$ cat config.mk
export PLATFORM = sky130hd
export DESIGN_NAME = lpht_ctrl
export DESIGN_NICKNAME = d
export VERILOG_FILES = /design/src/hdl/linear_probe_hash_table_assert.svh /design/src/hdl/lpht_pkg.sv /design/src/hdl/lpht_ctrl.sv
export SDC_FILE = /design/constraint.sdc
export NUM_CORES = 1
export LEC_CHECK = 0
export ABC_AREA = 1
export BUFFER_PORTS_ARGS = -buffer_cell sky130_fd_sc_hd__buf_2
export CAP_MARGIN = 0
export CORE_MARGIN = 5
export CORE_UTILIZATION = 35
export DETAILED_ROUTE_END_ITERATION = 16
export PLACE_DENSITY = 0.72
export SLEW_MARGIN = 40
export SYNTH_ARGS = -nofsm -noshare
export SYNTH_HDL_FRONTEND = slang
export SYNTH_SLANG_ARGS = --single-unit
$ cat constraint.sdc
create_clock -name clk -period 1 [get_ports clk]
set_clock_uncertainty 0.15 [all_clocks]
set_input_delay 0 -clock clk [delete_from_list [all_inputs] [get_ports clk]]
set_output_delay 0 -clock clk [all_outputs]
set_load 0.1 [all_outputs]
$ cat src/hdl/linear_probe_hash_table_assert.svh
// assertion macros for the hash table
`ifndef LINEAR_PROBE_HASH_TABLE_ASSERT_SVH
`define LINEAR_PROBE_HASH_TABLE_ASSERT_SVH
`define LPHT_ASSERT_IMPL(lbl, ante, cons) \
  lbl: assert property (@(posedge clk) disable iff (rst) (ante) |-> (cons)) \
    else $error("lpht check failed");
`define LPHT_ASSERT_NEXT(lbl, ante, cons) \
  lbl: assert property (@(posedge clk) disable iff (rst) (ante) |=> (cons)) \
    else $error("lpht check failed");
`endif

$ cat src/hdl/lpht_pkg.sv
`default_nettype none
package lpht_pkg;
  localparam logic [1:0] OP_SET = 2'd0;
  localparam logic [1:0] OP_GET = 2'd1;
  localparam logic [1:0] OP_DEL = 2'd2;
  localparam logic [1:0] ST_OK = 2'd0;
  localparam logic [1:0] ST_MISS = 2'd1;
  localparam logic [1:0] ST_FULL = 2'd2;
  localparam logic [1:0] TAG_EMPTY = 2'd0;
  localparam logic [1:0] TAG_LIVE = 2'd1;
  localparam logic [1:0] TAG_TOMB = 2'd2;
  localparam logic [63:0] FNV_BASIS = 64'hcbf29ce484222325;
  localparam logic [63:0] FNV_PRIME = 64'h00000100000001b3;
  localparam logic [9:0] LOAD_LIMIT_RESET = 10'd768;
  localparam logic [1:0] REG_LOAD_LIMIT = 2'd0;

  typedef struct packed {
    logic [1:0] operation;
    logic [63:0] key;
    logic [63:0] value;
  } req_t;

  typedef struct packed {
    logic [1:0] status;
    logic [63:0] read_value;
    logic [10:0] live_entries;
  } rsp_t;

  // controller to datapath
  typedef struct packed {
    logic load;
    logic hash_step;
    logic hash_home;
    logic rd;
    logic advance;
    logic wr_tag;
    logic [1:0] tag_val;
    logic wr_kd;
    logic use_tomb;
    logic live_inc;
    logic live_dec;
    logic tomb_inc;
    logic tomb_dec;
    logic set_rsp;
    logic [1:0] rsp_status;
    logic rsp_data;
  } cmd_t;

  // datapath to controller
  typedef struct packed {
    logic hash_done;
    logic [1:0] tag;
    logic key_eq;
    logic last;
    logic have_tomb;
    logic below_limit;
    logic [1:0] op;
  } sts_t;
endpackage
`default_nettype wire

$ cat src/hdl/lpht_ctrl.sv
`default_nettype none
module lpht_ctrl (
  input wire logic clk,
  input wire logic rst,
  input wire logic clr_done,
  input wire logic in_valid,
  output logic in_stall,
  output logic out_valid,
  input wire logic out_stall,
  output lpht_pkg::cmd_t cmd,
  input wire lpht_pkg::sts_t sts
);
  import lpht_pkg::*;
  localparam logic [2:0] S_CLEAR = 3'd0;
  localparam logic [2:0] S_IDLE = 3'd1;
  localparam logic [2:0] S_HASH = 3'd2;
  localparam logic [2:0] S_READ = 3'd3;
  localparam logic [2:0] S_CHECK = 3'd4;
  localparam logic [2:0] S_OUT = 3'd5;

  logic [2:0] state, state_next;
  logic out_free;

  assign out_free = !out_valid || !out_stall;
  assign in_stall = (state != S_IDLE);

  always_ff @(posedge clk) begin
    if (rst) begin
      state <= S_CLEAR;
      out_valid <= 1'b0;
    end else begin
      state <= state_next;
      if (cmd.set_rsp) begin
        out_valid <= 1'b1;
      end else if (!out_stall) begin
        out_valid <= 1'b0;
      end
    end
  end

  always_comb begin
    state_next = state;
    cmd = '0;
    case (state)
      S_CLEAR: begin
        if (clr_done) begin
          state_next = S_IDLE;
        end
      end
      S_IDLE: begin
        if (in_valid) begin
          cmd.load = 1'b1;
          state_next = S_HASH;
        end
      end
      S_HASH: begin
        cmd.hash_step = 1'b1;
        if (sts.hash_done) begin
          cmd.hash_home = 1'b1;
          state_next = S_READ;
        end
      end
      S_READ: begin
        cmd.rd = 1'b1;
        state_next = S_CHECK;
      end
      S_CHECK: begin
        if (sts.op != OP_SET && sts.op != OP_GET && sts.op != OP_DEL) begin
          state_next = S_OUT;
          cmd.rsp_status = ST_MISS;
        end else if (sts.tag == TAG_LIVE && sts.key_eq) begin
          state_next = S_OUT;
          if (sts.op == OP_SET) begin
            cmd.wr_kd = 1'b1;
          end else if (sts.op == OP_GET) begin
            cmd.rsp_data = 1'b1;
          end else begin
            cmd.wr_tag = 1'b1;
            cmd.tag_val = TAG_TOMB;
            cmd.live_dec = 1'b1;
            cmd.tomb_inc = 1'b1;
          end
        end else if (sts.tag == TAG_EMPTY || sts.last) begin
          state_next = S_OUT;
          if (sts.op != OP_SET) begin
            cmd.rsp_status = ST_MISS;
          end else if (sts.have_tomb) begin
            cmd.use_tomb = 1'b1;
            cmd.wr_tag = 1'b1;
            cmd.tag_val = TAG_LIVE;
            cmd.wr_kd = 1'b1;
            cmd.live_inc = 1'b1;
            cmd.tomb_dec = 1'b1;
          end else if (sts.tag == TAG_TOMB) begin
            // only tombstone met is the last slot probed
            cmd.wr_tag = 1'b1;
            cmd.tag_val = TAG_LIVE;
            cmd.wr_kd = 1'b1;
            cmd.live_inc = 1'b1;
            cmd.tomb_dec = 1'b1;
          end else if (sts.tag == TAG_EMPTY && sts.below_limit) begin
            cmd.wr_tag = 1'b1;
            cmd.tag_val = TAG_LIVE;
            cmd.wr_kd = 1'b1;
            cmd.live_inc = 1'b1;
          end else begin
            cmd.rsp_status = ST_FULL;
          end
        end else begin
          cmd.advance = 1'b1;
          state_next = S_READ;
        end
      end
      S_OUT: begin
        if (out_free) begin
          cmd.set_rsp = 1'b1;
          state_next = S_IDLE;
        end
      end
      default: state_next = S_IDLE;
    endcase
  end
endmodule
`default_nettype wire

==> run_results.csv, run 1 <==
group,metric,value,unit
synthesis,syn_nets,105,
clocking,htreeDepth,1,
die,io_pins,34,
synthesis,ys_warn_count,0,
clocking,post_cts_resized,19,
die,core.rowCount,13,
status,failing_step,"4_1_cts",
die,dieHeight,47.6,microns
synthesis,syn_area,494,sq um
placed_design,place_area,1220,sq um
synthesis,ys_types,17,
synthesis,avgSynthCellArea,5.43,sq um
clocking,cts-root-buf,"clkbuf_4",
status,firstError,"[ERROR DPL-0038] Utilization greater than 100%, impossible to legalize",
placed_design,io_buffers,33,
clocking,postCtsSetupRepairBufs,5,
clocking,hold_buffers,1,
clocking,clock_path_buffers,2,
synthesis,seq_area_frac_synth,16.2,%
die,dieWidth,47.6,microns
placed_design,dp_hpwl,2260,microns
synthesis,ys_ff_latch,4,
status,status,"stopped before the end",
synthesis,syn_inst,91,
die,initial_core_util,37.5,%
placed_design,dp_slack,-401,ps
placed_design,globalplace.congestion,0.832,
clocking,cts_buffers,3,
clocking,cts_sinks,4,
-- synthesized netlist by cell type --
library cell / number / area [sq um]
buf_4: 3 / 22.5
nand2_1: 19 / 71.3
o21bai_4: 1 / 18.8
inv_2: 1 / 3.75
a21oi_1: 4 / 20.0
o22ai_1: 1 / 6.26
o21ai_0: 1 / 5.00
inv_1: 21 / 78.8
nor2_2: 1 / 6.26
nor2_4: 1 / 11.3
dfxtp_1: 4 / 80.1
nand3_2: 3 / 30.0
nand3_1: 7 / 35.0
nor2_1: 18 / 67.6
nor4_1: 1 / 6.26
nand4_1: 3 / 18.8
nand2_2: 2 / 12.5
-- logic make-up after synthesis --
family / Yosys count / share of synthesized area [%]
compound gates: 7 / 10.1
flops: 4 / 16.2
buf+inv: 25 / 21.3
simple gates: 55 / 52.4
-- stage by stage --
step	instances	util [%]	hold WS [ps]
after detailed placement	155	92.8	17.2
after global placement	155	92.8	11.4
after floorplan	91	-	-90.6
==> run 2, diff against run 1 <==
Settings changed: CORE_AREA set to 5 5 66 68, CORE_MARGIN 5 to not set, CORE_UTILIZATION 35 to not set, DIE_AREA set to 0 0 71 73, PLACE_DENSITY 0.72 to not set, PLACE_DENSITY_LB_ADDON set to 0.15.
Clock period 1 ns to 1.3 ns, I/O delays scaled along.
==> run_results.csv, run 2 <==
group,metric,value,unit
synthesis,avgSynthCellArea,5.43,sq um
clocking,cts_buffers,3,
synthesis,synthTopCellsByCount,"21 x inv_1, 19 x nand2_1, 18 x nor2_1",
placed_design,io_buffers,33,
layout,reg.largest.list,"state x3, out_valid x1",
layout,mostFrequentLayoutCells,"19 x buf_12, 16 x inv_1, 14 x nand2_1, 14 x buf_2, 8 x nor2_4",
pwr,swShare,49.1,%
layout,layout_commonest_cell,"buf_12",
route,drt-total-wl,1850,microns
sta,worst_slew_pin_slew,488,ps
route,drc,0,
route,first_iter_violations,28,
synthesis,netlist.area_leader.share,16.2,%
pwr,p_sw,0.708,mW
clocking,clock_path_buffers,2,
clocking,clkTransAtPathRegs,30,ps
pwr,p_leak,0.582,nW
synthesis,syn_inst,91,
setup_path,worstReg2RegStart,"state[0]",
clocking,htreeDepth,1,
placed_design,globalplace.congestion,0.699,
setup_path,cp-end-kind,"output port",
layout,synthToLayoutAreaGrowth,169,%
placed_design,place_area,1140,sq um
layout,drive_above_1_share,62.8,%
status,violations,"setup timing",
sta,setup_viol,20,
synthesis,syn_nets,105,
die,core.rowCount,23,
clocking,cts_sinks,4,
pwr,power_frac_seq,12.0,%
setup_path,cp-start-kind,"flop",
synthesis,ys_warn_count,0,
layout,fin_area,1330,sq um
synthesis,synth-async-reset-ratio,0,%
grt,grtUsageTotal,7.47,%
layout,top_register,"state",
pwr,peakVddDrop,0.467,mV
die,dieHeight,73,microns
layout,diodes,0,
synthesis,synth_edf_count,0,
die,initial_core_util,13.0,%
grt,grt_max_degree,7,
flow_run,drv_cap,0,
setup_path,crit_required,1150,ps
sta,slew_violations,0,
layout,largest_reg_flops,3,
sta,holdWs,31.0,ps
synthesis,synthTopCellsByArea,"dfxtp_1 16%, inv_1 16%, nand2_1 14%, nor2_1 14%, nand3_1 7.1%",
setup_path,cp_max_fo,3,
synthesis,yosysMostFrequentCell,"inv_1",
layout,fillers,413,
die,dieWidth,71,microns
grt,antenna_found_initial,0,
setup_path,cp.arrival,1330,ps
grt,grt_pass1_vias,727,
worst_hold_path,holdCritStartpoint,"clr_done",
clocking,cts-root-buf,"clkbuf_8",
sta,clock.fmax,674,MHz
layout,fin_nets,152,
pwr,powerDensity,1080,nW/um^2
die,die_area,5180,sq um
sta,worst_slack,-183,ps
sta,period_needed,1480,ps
setup_path,crit_type,"reg -> out",
sta,maxSlewHeadroom,67.7,%
synthesis,synth_top_cell_by_area,"dfxtp_1",
setup_path,setup.worst_path.start,"state[0]",
sta,fin_crit_sh,114,%
route,final_antenna_net_count,0,
grt,grt_pass1_wl,3150,microns
clocking,clock_latency,220,ps
route,viasPerCell,3.72,
synthesis,ys_types,17,
synthesis,syn_area,494,sq um
status,status,"finished, violations left",
synthesis,synth_ff_type,"dfxtp_1",
sta,hold_viol_final,0,
die,io_pins,34,
route,vias,695,
pwr,internal-power,0.734,mW
sta,rsz0062_at_grt,"yes",
route,drt_pass1_iterations,3,
synthesis,seq_area_frac_synth,16.2,%
placed_design,dp_hpwl,1590,microns
synthesis,ys_ff_latch,4,
grt,grt-ovfl-total,0,
route,wl_per_cell,9.90,microns
pwr,combPwrFrac,68.0,%
sta,fin_tns_setup,-2380,ps
pwr,clkPwrFrac,20.0,%
die,core,3800,sq um
clocking,cts_tree,"built",
worst_hold_path,hp-class,"in -> reg",
## run 2: cell counts after synthesis
Identical to the previous run, type by type.
## run 2: kinds of logic after synthesis
kind of cell / after synthesis / synth area share [%]
AOI/OAI and AO/OA: 7 / 10.1
buffers and inverters: 25 / 21.3
DFF: 4 / 16.2
and+or+nand+nor: 55 / 52.4
## run 2: through the flow
| stage | util (%) | total power, mW | cells | setup slack, ps |
|---|---|---|---|---|
| 2_1_floorplan | - | 0.714 | 91 | -440 |
| 3_3_place_gp | 29.9 | 1.01 | 175 | 37.0 |
| 3_5_place_dp | 29.9 | 1.01 | 175 | 7.36 |
| 4_1_cts | 32.3 | 1.34 | 182 | -203 |
| 5_1_grt | 35.0 | 1.53 | 187 | -260 |
| 6_report | 35.0 | 1.44 | 187 | -183 |
## run 2: worst paths after layout
kind / endpoint / slack [ps] / depth (start not counted)
worst max-delay path: cmd[7] / -180 / 6
worst min-delay path: state[1] / 30 / 5
worst max register to register: state[1] / -30 / 9
worst min register to register: out_valid / 350 / 2
## run 2: power groups by stage
| stage | logic, mW | clock network, mW | registers [mW] |
|---|---|---|---|
| after floorplan | 0.537 | 0 | 0.178 |
| after global placement | 0.845 | 0 | 0.167 |
| after detailed placement | 0.845 | 0 | 0.168 |
| after CTS | 0.865 | 0.303 | 0.168 |
| after global routing | 1.04 | 0.312 | 0.178 |
| final | 0.980 | 0.288 | 0.174 |
## run 2: layer usage
layer | GRT usage (%) | share of wire [%] | up-vias
met2 | 13.7 | 52 | 21
met5 | 0 | 0 | -
met1 | 7.79 | 40 | 305
li1 | - | - | 367
met4 | 3.76 | 1.2 | 0
met3 | 2.07 | 6.3 | 2
## run 2: area by class of cell
type                    count  area, sq um  area share, %
well taps                  50         62.6           4.70
repair buffers             45          561           42.1
clock buffers               4         45.0           3.39
inverters                  22         98.8           7.43
multi-input cells          62          470           35.4
flip-flops and latches      4         92.6           6.96
## run 2: repair_timing
item                                    4_1_cts  5_1_grt
pin swaps                                     2        3
endpoints found under the setup margin       19       21
gates cloned                                  0        0
hold buffers                                  2        0
gates resized for setup                       4       19
endpoints found under the hold margin         4        0
buffers inserted                              1        5
## run 2: worst max-delay path, cell delays in order, from the launching register on
cell,delay (ps)
dfxtp_4,340
inv_4,60
nand3_4,80
nor2_4,170
nand2_4,110
nor2_4,150
buf_12,190
No activity file was read; power rests on OpenSTA's default activity.
